## src/rtl/core/ual_pkg.sv

```systemverilog
// shared types, codes and defaults for the unordered array list engine
// no dependencies; imported by ual_ctrl, ual_dp and the top level
package ual_pkg;

  localparam int CAPACITY_DEF = 256;

  // command codes
  localparam logic [2:0] CMD_APPEND    = 3'd0;
  localparam logic [2:0] CMD_INSERT_AT = 3'd1;
  localparam logic [2:0] CMD_POP_LAST  = 3'd2;
  localparam logic [2:0] CMD_DEL_VALUE = 3'd3;
  localparam logic [2:0] CMD_DEL_AT    = 3'd4;
  localparam logic [2:0] CMD_SEARCH    = 3'd5;
  localparam logic [2:0] CMD_CLEAR     = 3'd6;

  // status codes
  localparam logic [1:0] ST_OK        = 2'd0;
  localparam logic [1:0] ST_NOT_FOUND = 2'd1;
  localparam logic [1:0] ST_FULL      = 2'd2;
  localparam logic [1:0] ST_EMPTY     = 2'd3;

  // read address select
  localparam logic [1:0] RD_POS  = 2'd0;
  localparam logic [1:0] RD_LAST = 2'd1;
  localparam logic [1:0] RD_SCAN = 2'd2;

  // write address select
  localparam logic [1:0] WR_COUNT = 2'd0;
  localparam logic [1:0] WR_POS   = 2'd1;
  localparam logic [1:0] WR_HOLD  = 2'd2;

  // write data select
  localparam logic WD_VAL = 1'b0;
  localparam logic WD_RD  = 1'b1;

  // found position select for the result
  localparam logic [1:0] FND_ZERO = 2'd0;
  localparam logic [1:0] FND_CMP  = 2'd1;
  localparam logic [1:0] FND_HOLD = 2'd2;

  typedef struct packed {
    logic [2:0]         command;
    logic [7:0]         position;
    logic signed [31:0] value;
  } in_item_t;

  typedef struct packed {
    logic [1:0]         status;
    logic [7:0]         found_position;
    logic signed [31:0] popped_value;
    logic [8:0]         entry_count;
  } out_item_t;

  typedef struct packed {
    logic [2:0] cmd;
    logic       full;
    logic       empty;
    logic       pos_gt_count;
    logic       pos_ge_count;
    logic       scan_more;
    logic       cmp_valid;
    logic       match;
    logic       out_free;
  } dp_status_t;

  typedef struct packed {
    logic       load_item;
    logic       rd_en;
    logic [1:0] rd_sel;
    logic       wr_en;
    logic [1:0] wr_sel;
    logic       wd_sel;
    logic       cnt_inc;
    logic       cnt_dec;
    logic       cnt_clr;
    logic       scan_start;
    logic       scan_step;
    logic       hold_load;
    logic       res_set;
    logic [1:0] res_status;
    logic [1:0] res_fnd_sel;
    logic       res_pop;
    logic       out_load;
  } dp_ctrl_t;

endpackage

```

## src/rtl/core/ual_ctrl.sv

```systemverilog
// controller state machine: sequences memory reads, writes and scans per command
// depends on ual_pkg; drives ual_dp through dp_ctrl_t
module ual_ctrl (
  input  logic                 clk,
  input  logic                 rst,
  input  logic                 in_valid,
  output logic                 in_stall,
  input  ual_pkg::dp_status_t  sts,
  output ual_pkg::dp_ctrl_t    ctl
);
  import ual_pkg::*;

  localparam logic [2:0] S_IDLE     = 3'd0;
  localparam logic [2:0] S_DECODE   = 3'd1;
  localparam logic [2:0] S_INS_WAIT = 3'd2;
  localparam logic [2:0] S_INS_PUT  = 3'd3;
  localparam logic [2:0] S_POP_WAIT = 3'd4;
  localparam logic [2:0] S_SCAN     = 3'd5;
  localparam logic [2:0] S_FILL     = 3'd6;
  localparam logic [2:0] S_DONE     = 3'd7;

  logic [2:0] state;
  logic [2:0] state_next;
  logic       accept;

  // a new transaction may enter while the previous result moves out
  assign in_stall = !((state == S_IDLE) || ((state == S_DONE) && sts.out_free));
  assign accept   = in_valid && !in_stall;

  always_ff @(posedge clk) begin
    if (rst) begin
      state <= S_IDLE;
    end else begin
      state <= state_next;
    end
  end

  always_comb begin
    ctl        = '0;
    state_next = state;
    unique case (state)
      S_IDLE: begin
        if (accept) begin
          ctl.load_item = 1'b1;
          state_next    = S_DECODE;
        end
      end
      S_DONE: begin
        if (sts.out_free) begin
          ctl.out_load = 1'b1;
          if (accept) begin
            ctl.load_item = 1'b1;
            state_next    = S_DECODE;
          end else begin
            state_next = S_IDLE;
          end
        end
      end
      S_DECODE: begin
        state_next = S_DONE;
        ctl.res_set = 1'b1;
        ctl.res_status = ST_OK;
        unique case (sts.cmd)
          CMD_APPEND: begin
            if (sts.full) begin
              ctl.res_status = ST_FULL;
            end else begin
              ctl.wr_en   = 1'b1;
              ctl.wr_sel  = WR_COUNT;
              ctl.wd_sel  = WD_VAL;
              ctl.cnt_inc = 1'b1;
            end
          end
          CMD_INSERT_AT: begin
            priority if (sts.full) begin
              ctl.res_status = ST_FULL;
            end else if (sts.pos_gt_count) begin
              ctl.res_status = ST_NOT_FOUND;
            end else if (!sts.pos_ge_count) begin
              // displaced entry is moved to the end first
              ctl.res_set = 1'b0;
              ctl.rd_en   = 1'b1;
              ctl.rd_sel  = RD_POS;
              state_next  = S_INS_WAIT;
            end else begin
              ctl.wr_en   = 1'b1;
              ctl.wr_sel  = WR_COUNT;
              ctl.wd_sel  = WD_VAL;
              ctl.cnt_inc = 1'b1;
            end
          end
          CMD_POP_LAST: begin
            if (sts.empty) begin
              ctl.res_status = ST_EMPTY;
            end else begin
              ctl.res_set = 1'b0;
              ctl.rd_en   = 1'b1;
              ctl.rd_sel  = RD_LAST;
              state_next  = S_POP_WAIT;
            end
          end
          CMD_DEL_AT: begin
            if (sts.pos_ge_count) begin
              ctl.res_status = ST_NOT_FOUND;
            end else begin
              ctl.res_set = 1'b0;
              ctl.rd_en   = 1'b1;
              ctl.rd_sel  = RD_LAST;
              state_next  = S_FILL;
            end
          end
          CMD_DEL_VALUE, CMD_SEARCH: begin
            ctl.res_set    = 1'b0;
            ctl.scan_start = 1'b1;
            state_next     = S_SCAN;
          end
          CMD_CLEAR: begin
            ctl.cnt_clr = 1'b1;
          end
          default: begin
            ctl.res_status = ST_NOT_FOUND;
          end
        endcase
      end
      S_INS_WAIT: begin
        ctl.wr_en  = 1'b1;
        ctl.wr_sel = WR_COUNT;
        ctl.wd_sel = WD_RD;
        state_next = S_INS_PUT;
      end
      S_INS_PUT: begin
        ctl.wr_en      = 1'b1;
        ctl.wr_sel     = WR_POS;
        ctl.wd_sel     = WD_VAL;
        ctl.cnt_inc    = 1'b1;
        ctl.res_set    = 1'b1;
        ctl.res_status = ST_OK;
        state_next     = S_DONE;
      end
      S_POP_WAIT: begin
        ctl.cnt_dec    = 1'b1;
        ctl.res_set    = 1'b1;
        ctl.res_status = ST_OK;
        ctl.res_pop    = 1'b1;
        state_next     = S_DONE;
      end
      S_SCAN: begin
        priority if (sts.match) begin
          if (sts.cmd == CMD_SEARCH) begin
            ctl.res_set     = 1'b1;
            ctl.res_status  = ST_OK;
            ctl.res_fnd_sel = FND_CMP;
            state_next      = S_DONE;
          end else begin
            // hole at the match is filled from the last entry
            ctl.hold_load = 1'b1;
            ctl.rd_en     = 1'b1;
            ctl.rd_sel    = RD_LAST;
            state_next    = S_FILL;
          end
        end else if (!sts.cmp_valid && !sts.scan_more) begin
          ctl.res_set    = 1'b1;
          ctl.res_status = ST_NOT_FOUND;
          state_next     = S_DONE;
        end else begin
          ctl.scan_step = 1'b1;
          ctl.rd_en     = sts.scan_more;
          ctl.rd_sel    = RD_SCAN;
        end
      end
      S_FILL: begin
        ctl.wr_en      = 1'b1;
        ctl.wd_sel     = WD_RD;
        ctl.cnt_dec    = 1'b1;
        ctl.res_set    = 1'b1;
        ctl.res_status = ST_OK;
        if (sts.cmd == CMD_DEL_VALUE) begin
          ctl.wr_sel      = WR_HOLD;
          ctl.res_fnd_sel = FND_HOLD;
        end else begin
          ctl.wr_sel      = WR_POS;
          ctl.res_fnd_sel = FND_ZERO;
        end
        state_next = S_DONE;
      end
      default: begin
        state_next = S_IDLE;
      end
    endcase
  end

endmodule

```

## config.mk

```make
export PLATFORM = sky130hd
export DESIGN_NAME = ual_ctrl
export DESIGN_NICKNAME = d
export VERILOG_FILES = /design/src/rtl/core/ual_pkg.sv /design/src/rtl/core/ual_ctrl.sv
export SDC_FILE = /design/constraint.sdc
export NUM_CORES = 1
export LEC_CHECK = 0
export BUFFER_PORTS_ARGS = -buffer_cell sky130_fd_sc_hd__buf_2
export CORE_MARGIN = 3
export CORE_UTILIZATION = 46
export CTS_CLUSTER_SIZE = 8
export DETAILED_ROUTE_END_ITERATION = 8
export PLACE_DENSITY = 0.84
export SLEW_MARGIN = 5
export SYNTH_ARGS = -nofsm -noshare
export SYNTH_HDL_FRONTEND = slang
export SYNTH_SLANG_ARGS = --single-unit
```

## constraint.sdc

```tcl
create_clock -name clk -period 3.1 [get_ports clk]
set_input_delay 0.155 -clock clk [delete_from_list [all_inputs] [get_ports clk]]
set_output_delay 0.155 -clock clk [all_outputs]
set_load 0.03 [all_outputs]
```

==> impl_metrics.env, run 1 <==
export IMPL_wirelength_mm=1.756
export IMPL_cts_made_buffers=3
export IMPL_io_pins=36
export IMPL_drtPass1Iterations=4
export IMPL_critPathMaxStageDelay_ps=600
export IMPL_layout_drive_gt1_share_pct=36.00
export IMPL_whs_ps=145.4
export IMPL_synthMostInstantiatedCell="nor2_1"
export IMPL_timing_fmax_mhz=546.4
export IMPL_syn_cell_area_um2=641.9
export IMPL_grt_max_degree=17
export IMPL_synth_async_sr_flop_share_pct=0
export IMPL_largest_reg_flops=3
export IMPL_dieWidth_um=43.36
export IMPL_critPathLaunchType="flip-flop"
export IMPL_ys_flop_type="dfxtp_1"
export IMPL_viasPerCell=5.856
export IMPL_cts_resized=0
export IMPL_switchingPower_uw=165.5
export IMPL_tns_ps=0
export IMPL_share_comb_of_total_power_pct=58.0
export IMPL_fin_nets=140
export IMPL_synth_cells=93
export IMPL_postRouteAntennaNets=0
export IMPL_synth_yosys_warnings=0
export IMPL_post_cts_buffers=0
export IMPL_antennaDiodeCount=0
export IMPL_grt_usage_pct=17.62
export IMPL_worst_pin_slew_ps=466.3
export IMPL_cts_tree="yes"
export IMPL_place_gp_congestion=0.8886
export IMPL_cap_viol_max_count=0
export IMPL_cts_hold_buf=0
export IMPL_fin_skew_ps=2.849
export IMPL_die_h_um=43.36
export IMPL_critPathMaxFanout=13
export IMPL_critPathBufInv=1
export IMPL_synth_seq_area_share_pct=9.357
export IMPL_cts_clk_slew_worst_paths_ps=40
export IMPL_setup_viol=0
export IMPL_vias=814
export IMPL_cts_root_buffer="clkbuf_4"
export IMPL_synth_edff_count=0
export IMPL_crit_chain="and3_1, and2_1, a21oi_1, nor2b_1, buf_2"
export IMPL_routedWlPerCell_um=12.63
export IMPL_largest_register="state"
export IMPL_drv_slew=0
export IMPL_synth_seq_cells=3
export IMPL_min_path_type="input port to flip-flop"
export IMPL_yosys_area_top_type_share_pct=9.357
export IMPL_power_frac_seq_pct=20.5
export IMPL_grt_overflow=0
export IMPL_drt_initial_drc_count=30
export IMPL_p_sw_share_pct=51.36
export IMPL_power_internal_uw=156.7
export IMPL_hold_depth=2
export IMPL_synth_nets=107
export IMPL_min_period_over_period_pct=59.03
export IMPL_avgSynthCellArea_um2=6.902
export IMPL_clockBufferDepth=2
export IMPL_num_rows=12
export IMPL_grt_first_pass_wirelength_mm=2.711
export IMPL_status="finished, final reports clean"
export IMPL_rr_worst_depth=4
export IMPL_drc_errors=0
export IMPL_dpl_hpwl_mm=1.322
export IMPL_clock_sinks=3
export IMPL_core_um2=1201
export IMPL_synth_top_cells_by_count="nor2_1, nand2_1, a21oi_1"
export IMPL_dieArea_um2=1880
export IMPL_cp_required_ps=2940
export IMPL_vdd_drop_max_uv=184.3
export IMPL_p_leak_uw=0.0003981
export IMPL_clk_latency_ps=230
export IMPL_hold_violations=0
export IMPL_critical_path_top_delay_family="flip-flops"
export IMPL_yosysTopAreaCell="dfxtp_1"
export IMPL_numPortBuffers=35
export IMPL_antenna_found_initial=0
export IMPL_max_slew_margin_pct=68.87
export IMPL_reg_largest_list="state: 3 flops"
export IMPL_rsz0062_at_grt="no"
export IMPL_clockPowerShare_pct=21.5
export IMPL_synth_cell_types=37
export IMPL_min_period_ps=1830
export IMPL_power_density_nw_per_um2=395.5
export IMPL_crit_type="flip-flop to output port"
export IMPL_area_growth_pct=26.90
export IMPL_worst_path_stages=5
export IMPL_initial_core_util_pct=53.44
export IMPL_grt_pass1_vias=627
export IMPL_cp_data_arrival_time_ps=1680
export IMPL_cts_max_level=1
export IMPL_yosys_top_cells_area="dfxtp_1, nor2_1, a21oi_1, nand2_1, nor3_1"
export IMPL_end_kind="output port"
export IMPL_slowest_stage="dfxtp_1"
-- per-stage QoR --
stage | instance area, um2 | std cells | util, % | setup WS [ps] | power [uW]
floorplan | 641.9 | 93 | - | 1174 | 204.2
global placement | 788.3 | 135 | 65.63 | 1562 | 248.3
detailed placement | 788.3 | 135 | 65.63 | 1534 | 251.0
CTS | 814.5 | 139 | 67.81 | 1268 | 323.4
global route | 814.5 | 139 | 67.81 | 1119 | 345.1
finish | 814.5 | 139 | 67.81 | 1270 | 322.2
-- cells in the final DEF (no fill, tap or decap) --
master,instances
a31oi_1,3
o21ai_0,4
nor4b_4,1
dfxtp_1,3
a21oi_1,7
and2_1,2
clkbuf_1,1
o2bb2ai_1,1
nor3_2,2
o32ai_1,3
or4b_1,1
nand3_1,2
nand2_1,9
o21ai_1,1
nor4b_1,2
buf_2,35
nor3b_1,2
and4b_1,1
nand3b_4,1
clkbuf_4,3
o41ai_2,1
inv_1,4
mux2i_1,1
and3_1,1
and3b_1,1
nor2_1,12
nand2b_1,2
and2b_1,1
nor3_1,6
a211oi_2,1
a311oi_1,1
o31ai_1,1
o22ai_1,1
nor2b_1,4
a2111oi_2,1
nand3b_1,3
-- worst register-to-register path, stage by stage (launching register included) --
cell	delay, ps
dfxtp_1	600
nand3b_4	180
nor3_2	300
o31ai_1	120
a31oi_1	150
-- cell families after synthesis --
group	synth area share, %
mux	1.560
buf+inv	9.550
simple gates	51.46
flops	9.357
compound gates	28.07
-- final timing paths --
| path | from | end | slack, ps |
|---|---|---|---|
| hold / removal | rst | state[0] | 150 |
| hold reg to reg | state[2] | state[0] | 670 |
| setup / recovery | state[0] | ctl[20] | 1270 |
| setup reg to reg | state[0] | state[0] | 1680 |
-- layer usage --
layer | GRT usage (%) | vias up | wire (um)
met5 | 0 | - | 0
met4 | 3.614 | 0 | 0
met3 | 1.660 | 0 | 164
met2 | 26.84 | 42 | 759
met1 | 26.67 | 366 | 832
li1 | - | 406 | -
-- layout make-up --
class	count	area (um2)
sequential	3	60.06
timing repair buffer	35	175.2
multi-input combinational	79	520.5
tap	14	17.52
fill	111	386.6
inverter	4	15.01
clock buffer	4	26.28
-- power by group through the flow --
stage / sequential, uW / clock, uW / combinational (uW)
final: 66.0 / 69.3 / 187
after global routing: 68.4 / 75.8 / 201
after CTS: 65.5 / 71.9 / 186
after detailed placement: 66.2 / 0 / 185
after global placement: 64.7 / 0 / 184
after floorplan: 49.1 / 0 / 155
Power figures use the tool's default switching activity.
==> run 2: changes to the inputs <==
Settings changed: CORE_UTILIZATION 46 to 39, PLACE_DENSITY 0.84 to 0.76.
Clock period 3.1 ns to 1.6 ns, I/O delays scaled along.
==> impl_metrics.env, run 2 (synthesized netlist as in run 1, its figures left out) <==
export IMPL_hold_violations=0
export IMPL_layout_common_cells="buf_2, nor2_1, nand2_1, a21oi_1, nor3_1"
export IMPL_timing_fmax_mhz=683.9
export IMPL_largest_register="state"
export IMPL_reg_largest_list="state: 3 flops"
export IMPL_setup_viol=0
export IMPL_cts_made_buffers=3
export IMPL_dpl_hpwl_mm=1.406
export IMPL_fillCellCount=162
export IMPL_critPathMaxFanout=10
export IMPL_postRouteAntennaNets=0
export IMPL_drv_slew=0
export IMPL_post_cts_buffers=0
export IMPL_die_h_um=46.57
export IMPL_fin_skew_ps=1.551
export IMPL_end_kind="output port"
export IMPL_num_rows=14
export IMPL_grt_pass1_vias=684
export IMPL_initial_core_util_pct=42.12
export IMPL_cap_viol_max_count=0
export IMPL_min_period_over_period_pct=91.38
export IMPL_grt_usage_pct=18.12
export IMPL_power_internal_uw=331.6
export IMPL_p_leak_uw=0.0004153
export IMPL_crit_type="flip-flop to output port"
export IMPL_critPathLaunchType="flip-flop"
export IMPL_numPortBuffers=35
export IMPL_min_path_type="input port to flip-flop"
export IMPL_viasPerCell=5.632
export IMPL_worst_pin_slew_ps=335.7
export IMPL_core_um2=1524
export IMPL_clockPowerShare_pct=20.0
export IMPL_layout_drive_gt1_share_pct=44.53
export IMPL_clock_sinks=3
export IMPL_share_comb_of_total_power_pct=60.3
export IMPL_rsz0062_at_grt="no"
export IMPL_cts_tree="yes"
export IMPL_cp_data_arrival_time_ps=1380
export IMPL_drtPass1Iterations=4
export IMPL_max_slew_margin_pct=77.30
export IMPL_design_area_um2=879.6
export IMPL_cp_required_ps=1520
export IMPL_antennaDiodeCount=0
export IMPL_clk_latency_ps=230
export IMPL_dieArea_um2=2169
export IMPL_power_density_nw_per_um2=756.3
export IMPL_multi_input_area_um2=544.3
export IMPL_grt_first_pass_wirelength_mm=2.918
export IMPL_place_gp_congestion=0.8494
export IMPL_switchingPower_uw=333.6
export IMPL_cts_clk_slew_worst_paths_ps=40
export IMPL_hold_depth=2
export IMPL_area_growth_pct=37.04
export IMPL_drc_errors=0
export IMPL_power_frac_seq_pct=19.7
export IMPL_fin_nets=143
export IMPL_placed_cell_area_um2=827.0
export IMPL_total_power_uw=665.3
export IMPL_final_common_cell="buf_2"
export IMPL_grt_overflow=0
export IMPL_cts_resized=3
export IMPL_io_pins=36
export IMPL_cts_hold_buf=0
export IMPL_min_period_ps=1462
export IMPL_largest_reg_flops=3
export IMPL_cts_root_buffer="clkbuf_4"
export IMPL_cts_max_level=1
export IMPL_clockBufferDepth=2
export IMPL_status="finished, final reports clean"
export IMPL_antenna_found_initial=0
export IMPL_regArea_um2=71.32
export IMPL_routedWlPerCell_um=12.72
export IMPL_grt_max_degree=17
export IMPL_vdd_drop_max_uv=368.6
export IMPL_drt_initial_drc_count=11
export IMPL_p_sw_share_pct=50.15
export IMPL_rr_worst_depth=4
export IMPL_dieWidth_um=46.57
export IMPL_wirelength_mm=1.832
export IMPL_vias=811
## run 2: cell types whose count changed in the layout (fill, tap and decap cells not counted), sizes merged
cell	before	now
clkbuf	4	6
buf	35	36
## run 2: final cells by class
type                    instances  share of cell area, %
clock buffers                   4                  2.987
inverters                       4                  1.707
multi-input cells              79                  61.88
flip-flops and latches          3                  8.108
well taps                      16                  2.276
repair buffers                 38                  23.04
## run 2: worst paths after layout
path / start / slack (ps) / endpoint
setup reg to reg: state[1] / 420 / state[0]
setup / recovery: state[1] / 140 / ctl[20]
hold reg to reg: state[2] / 560 / state[0]
hold / removal: rst / 50 / state[0]
## run 2: critical path: stages (launching register included)
cell and delay [ps]:
dfxtp_4 400, and3_4 220, and2_1 190, a21oi_2 50
nor2b_1 100, clkbuf_4 190
## run 2: layer usage
| layer | track usage (%) | wire length (um) | vias to the layer above |
|---|---|---|---|
| li1 | - | - | 418 |
| met1 | 25.80 | 812 | 344 |
| met2 | 27.20 | 839 | 45 |
| met3 | 5.859 | 166 | 4 |
| met4 | 1.705 | 14 | 0 |
| met5 | 0 | 0 | - |
## run 2: metrics by stage
stage / setup WS, ps / util (%) / hold slack, ps / instances / TNS [ps]
2_1_floorplan: -134.4 / - / 149.4 / 93 / -134.4
3_3_place_gp: 238.9 / 54.27 / 303.1 / 140 / 0
3_5_place_dp: 179.6 / 54.27 / 304.8 / 140 / 0
4_1_cts: 28.50 / 56.24 / 49.83 / 144 / 0
5_1_grt: 20.15 / 57.72 / 48.77 / 144 / 0
6_report: 137.9 / 57.72 / 52.94 / 144 / 0
## run 2: power by group through the flow
stage,clock (uW),sequential [uW],combinational [uW]
2_1_floorplan,0,95.8,308
3_3_place_gp,0,123,387
3_5_place_dp,0,124,393
4_1_cts,139,126,394
5_1_grt,150,136,433
6_report,133,131,401
==> run 3: changes to the inputs <==
Settings changed: ABC_AREA from default to 1, SKIP_CTS_REPAIR_TIMING from default to 1.
==> impl_metrics.env, run 3 <==
export IMPL_dieArea_um2=2146
export IMPL_timing_fmax_mhz=672.5
export IMPL_yosysTopAreaCell="nand2_1"
export IMPL_total_power_uw=1369
export IMPL_power_density_nw_per_um2=1533
export IMPL_dieWidth_um=46.33
export IMPL_yosys_top_cells_area="nand2_1, nor2_1, inv_1, dfxtp_1, nand3_1"
export IMPL_wirelength_mm=1.860
export IMPL_layout_common_cells="buf_2, nand2_1, nor2_1, inv_1"
export IMPL_postRouteAntennaNets=0
export IMPL_grt_usage_pct=18.96
export IMPL_synth_seq_cells=3
export IMPL_dpl_hpwl_mm=1.578
export IMPL_synth_cell_types=23
export IMPL_design_area_um2=893.4
export IMPL_p_leak_uw=0.0005158
export IMPL_regArea_um2=62.56
export IMPL_placed_cell_area_um2=857.1
export IMPL_status="finished, final reports clean"
export IMPL_synth_edff_count=0
export IMPL_min_period_over_period_pct=92.93
export IMPL_synth_nets=133
export IMPL_grt_overflow=0
export IMPL_antenna_found_initial=0
export IMPL_vdd_drop_max_uv=871.7
export IMPL_min_period_ps=1487
export IMPL_routedWlPerCell_um=10.75
export IMPL_min_path_type="input port to flip-flop"
export IMPL_critPathLaunchType="flip-flop"
export IMPL_critPathMaxFanout=6
export IMPL_setup_viol=0
export IMPL_fin_nets=173
export IMPL_cts_root_buffer="clkbuf_4"
export IMPL_cap_viol_max_count=0
export IMPL_clk_latency_ps=230
export IMPL_grt_pass1_vias=767
export IMPL_ys_flop_type="dfxtp_1"
export IMPL_worst_pin_slew_ps=297.0
export IMPL_max_slew_margin_pct=80.13
export IMPL_numPortBuffers=35
export IMPL_cp_data_arrival_time_ps=1410
export IMPL_vias=922
export IMPL_syn_cell_area_um2=634.4
export IMPL_core_um2=1415
export IMPL_cts_clk_slew_worst_paths_ps=40
export IMPL_area_growth_pct=40.83
export IMPL_reg_largest_list="state: 3 flops"
export IMPL_largest_reg_flops=3
export IMPL_drtPass1Iterations=4
export IMPL_clockBufferDepth=2
export IMPL_io_pins=36
export IMPL_viasPerCell=5.329
export IMPL_fin_skew_ps=3.062
export IMPL_synth_cells=119
export IMPL_synth_seq_area_share_pct=9.467
export IMPL_num_rows=13
export IMPL_drv_slew=0
export IMPL_synth_async_sr_flop_share_pct=0
export IMPL_hold_violations=0
export IMPL_layout_drive_gt1_share_pct=43.67
export IMPL_end_kind="output port"
export IMPL_drt_initial_drc_count=22
export IMPL_place_gp_congestion=0.8555
export IMPL_multi_input_area_um2=518.0
export IMPL_cts_made_buffers=3
export IMPL_synth_top_cells_by_count="nand2_1, nor2_1, inv_1"
export IMPL_fillCellCount=138
export IMPL_largest_register="state"
export IMPL_yosys_area_top_type_share_pct=14.20
export IMPL_clock_sinks=3
export IMPL_cp_required_ps=1520
export IMPL_rsz0062_at_grt="no"
export IMPL_cts_tree="yes"
export IMPL_crit_type="flip-flop to output port"
export IMPL_die_h_um=46.33
export IMPL_drc_errors=0
export IMPL_antennaDiodeCount=0
export IMPL_grt_first_pass_wirelength_mm=2.939
export IMPL_synth_yosys_warnings=0
export IMPL_grt_max_degree=8
export IMPL_final_common_cell="buf_2"
export IMPL_initial_core_util_pct=44.83
export IMPL_synthMostInstantiatedCell="nand2_1"
export IMPL_avgSynthCellArea_um2=5.331
export IMPL_cts_max_level=1
## run 3: cell families after synthesis
family	share of synthesized area, %
flops	9.468
simple gates	62.53
compound gates	13.81
buf+inv	14.20
## run 3: stage by stage
step | cells | setup TNS, ps | worst slack (ps) | util (%) | hold WS (ps)
after floorplan | 119 | -95.19 | -47.60 | - | 142.4
after global placement | 169 | 0 | 320.8 | 60.57 | 264.4
after detailed placement | 169 | 0 | 297.6 | 60.57 | 268.6
after CTS | 173 | 0 | 49.40 | 62.42 | 29.12
after global routing | 173 | 0 | 17.11 | 63.13 | 28.31
final | 173 | 0 | 113.1 | 63.13 | 31.86
## run 3: metal layers
metal  vias to the layer above  track usage (%)  share of wire (%)
met2                        45            29.12                 44
met5                         -                0                  0
met1                       405            24.60                 44
li1                        464                -                  -
met4                         0            11.36                3.5
met3                         8            2.734                8.9
## run 3: critical path: stages (launching register included)
cell     delay (ps)
dfxtp_2         350
nor2_2          120
inv_1            80
nor2_4          160
inv_2            90
nor4_2          130
buf_2           230
## run 3: final cells by class
type                            count  area share (%)
Clock buffer                        4           2.941
Inverter                           24           10.08
Multi-Input combinational cell     92           57.98
Sequential cell                     3           7.003
Tap cell                           15           2.101
Timing Repair Buffer               35           19.89
## run 3: path summary, 6_finish.rpt
| path | startpoint | to | slack [ps] | cells after the start |
|---|---|---|---|---|
| min | rst | state[2] | 30 | 2 |
| max | state[2] | ctl[10] | 110 | 6 |
| max reg2reg | state[1] | state[0] | 400 | 7 |
| min reg2reg | state[1] | state[1] | 660 | 4 |
## run 3: power by group
part           internal, uW  leakage (uW)  switching, uW  total (uW)
sequential              116     0.0000254           76.9         193
clock                  93.4     0.0000150           38.0         131
combinational           305      0.000475            740        1040
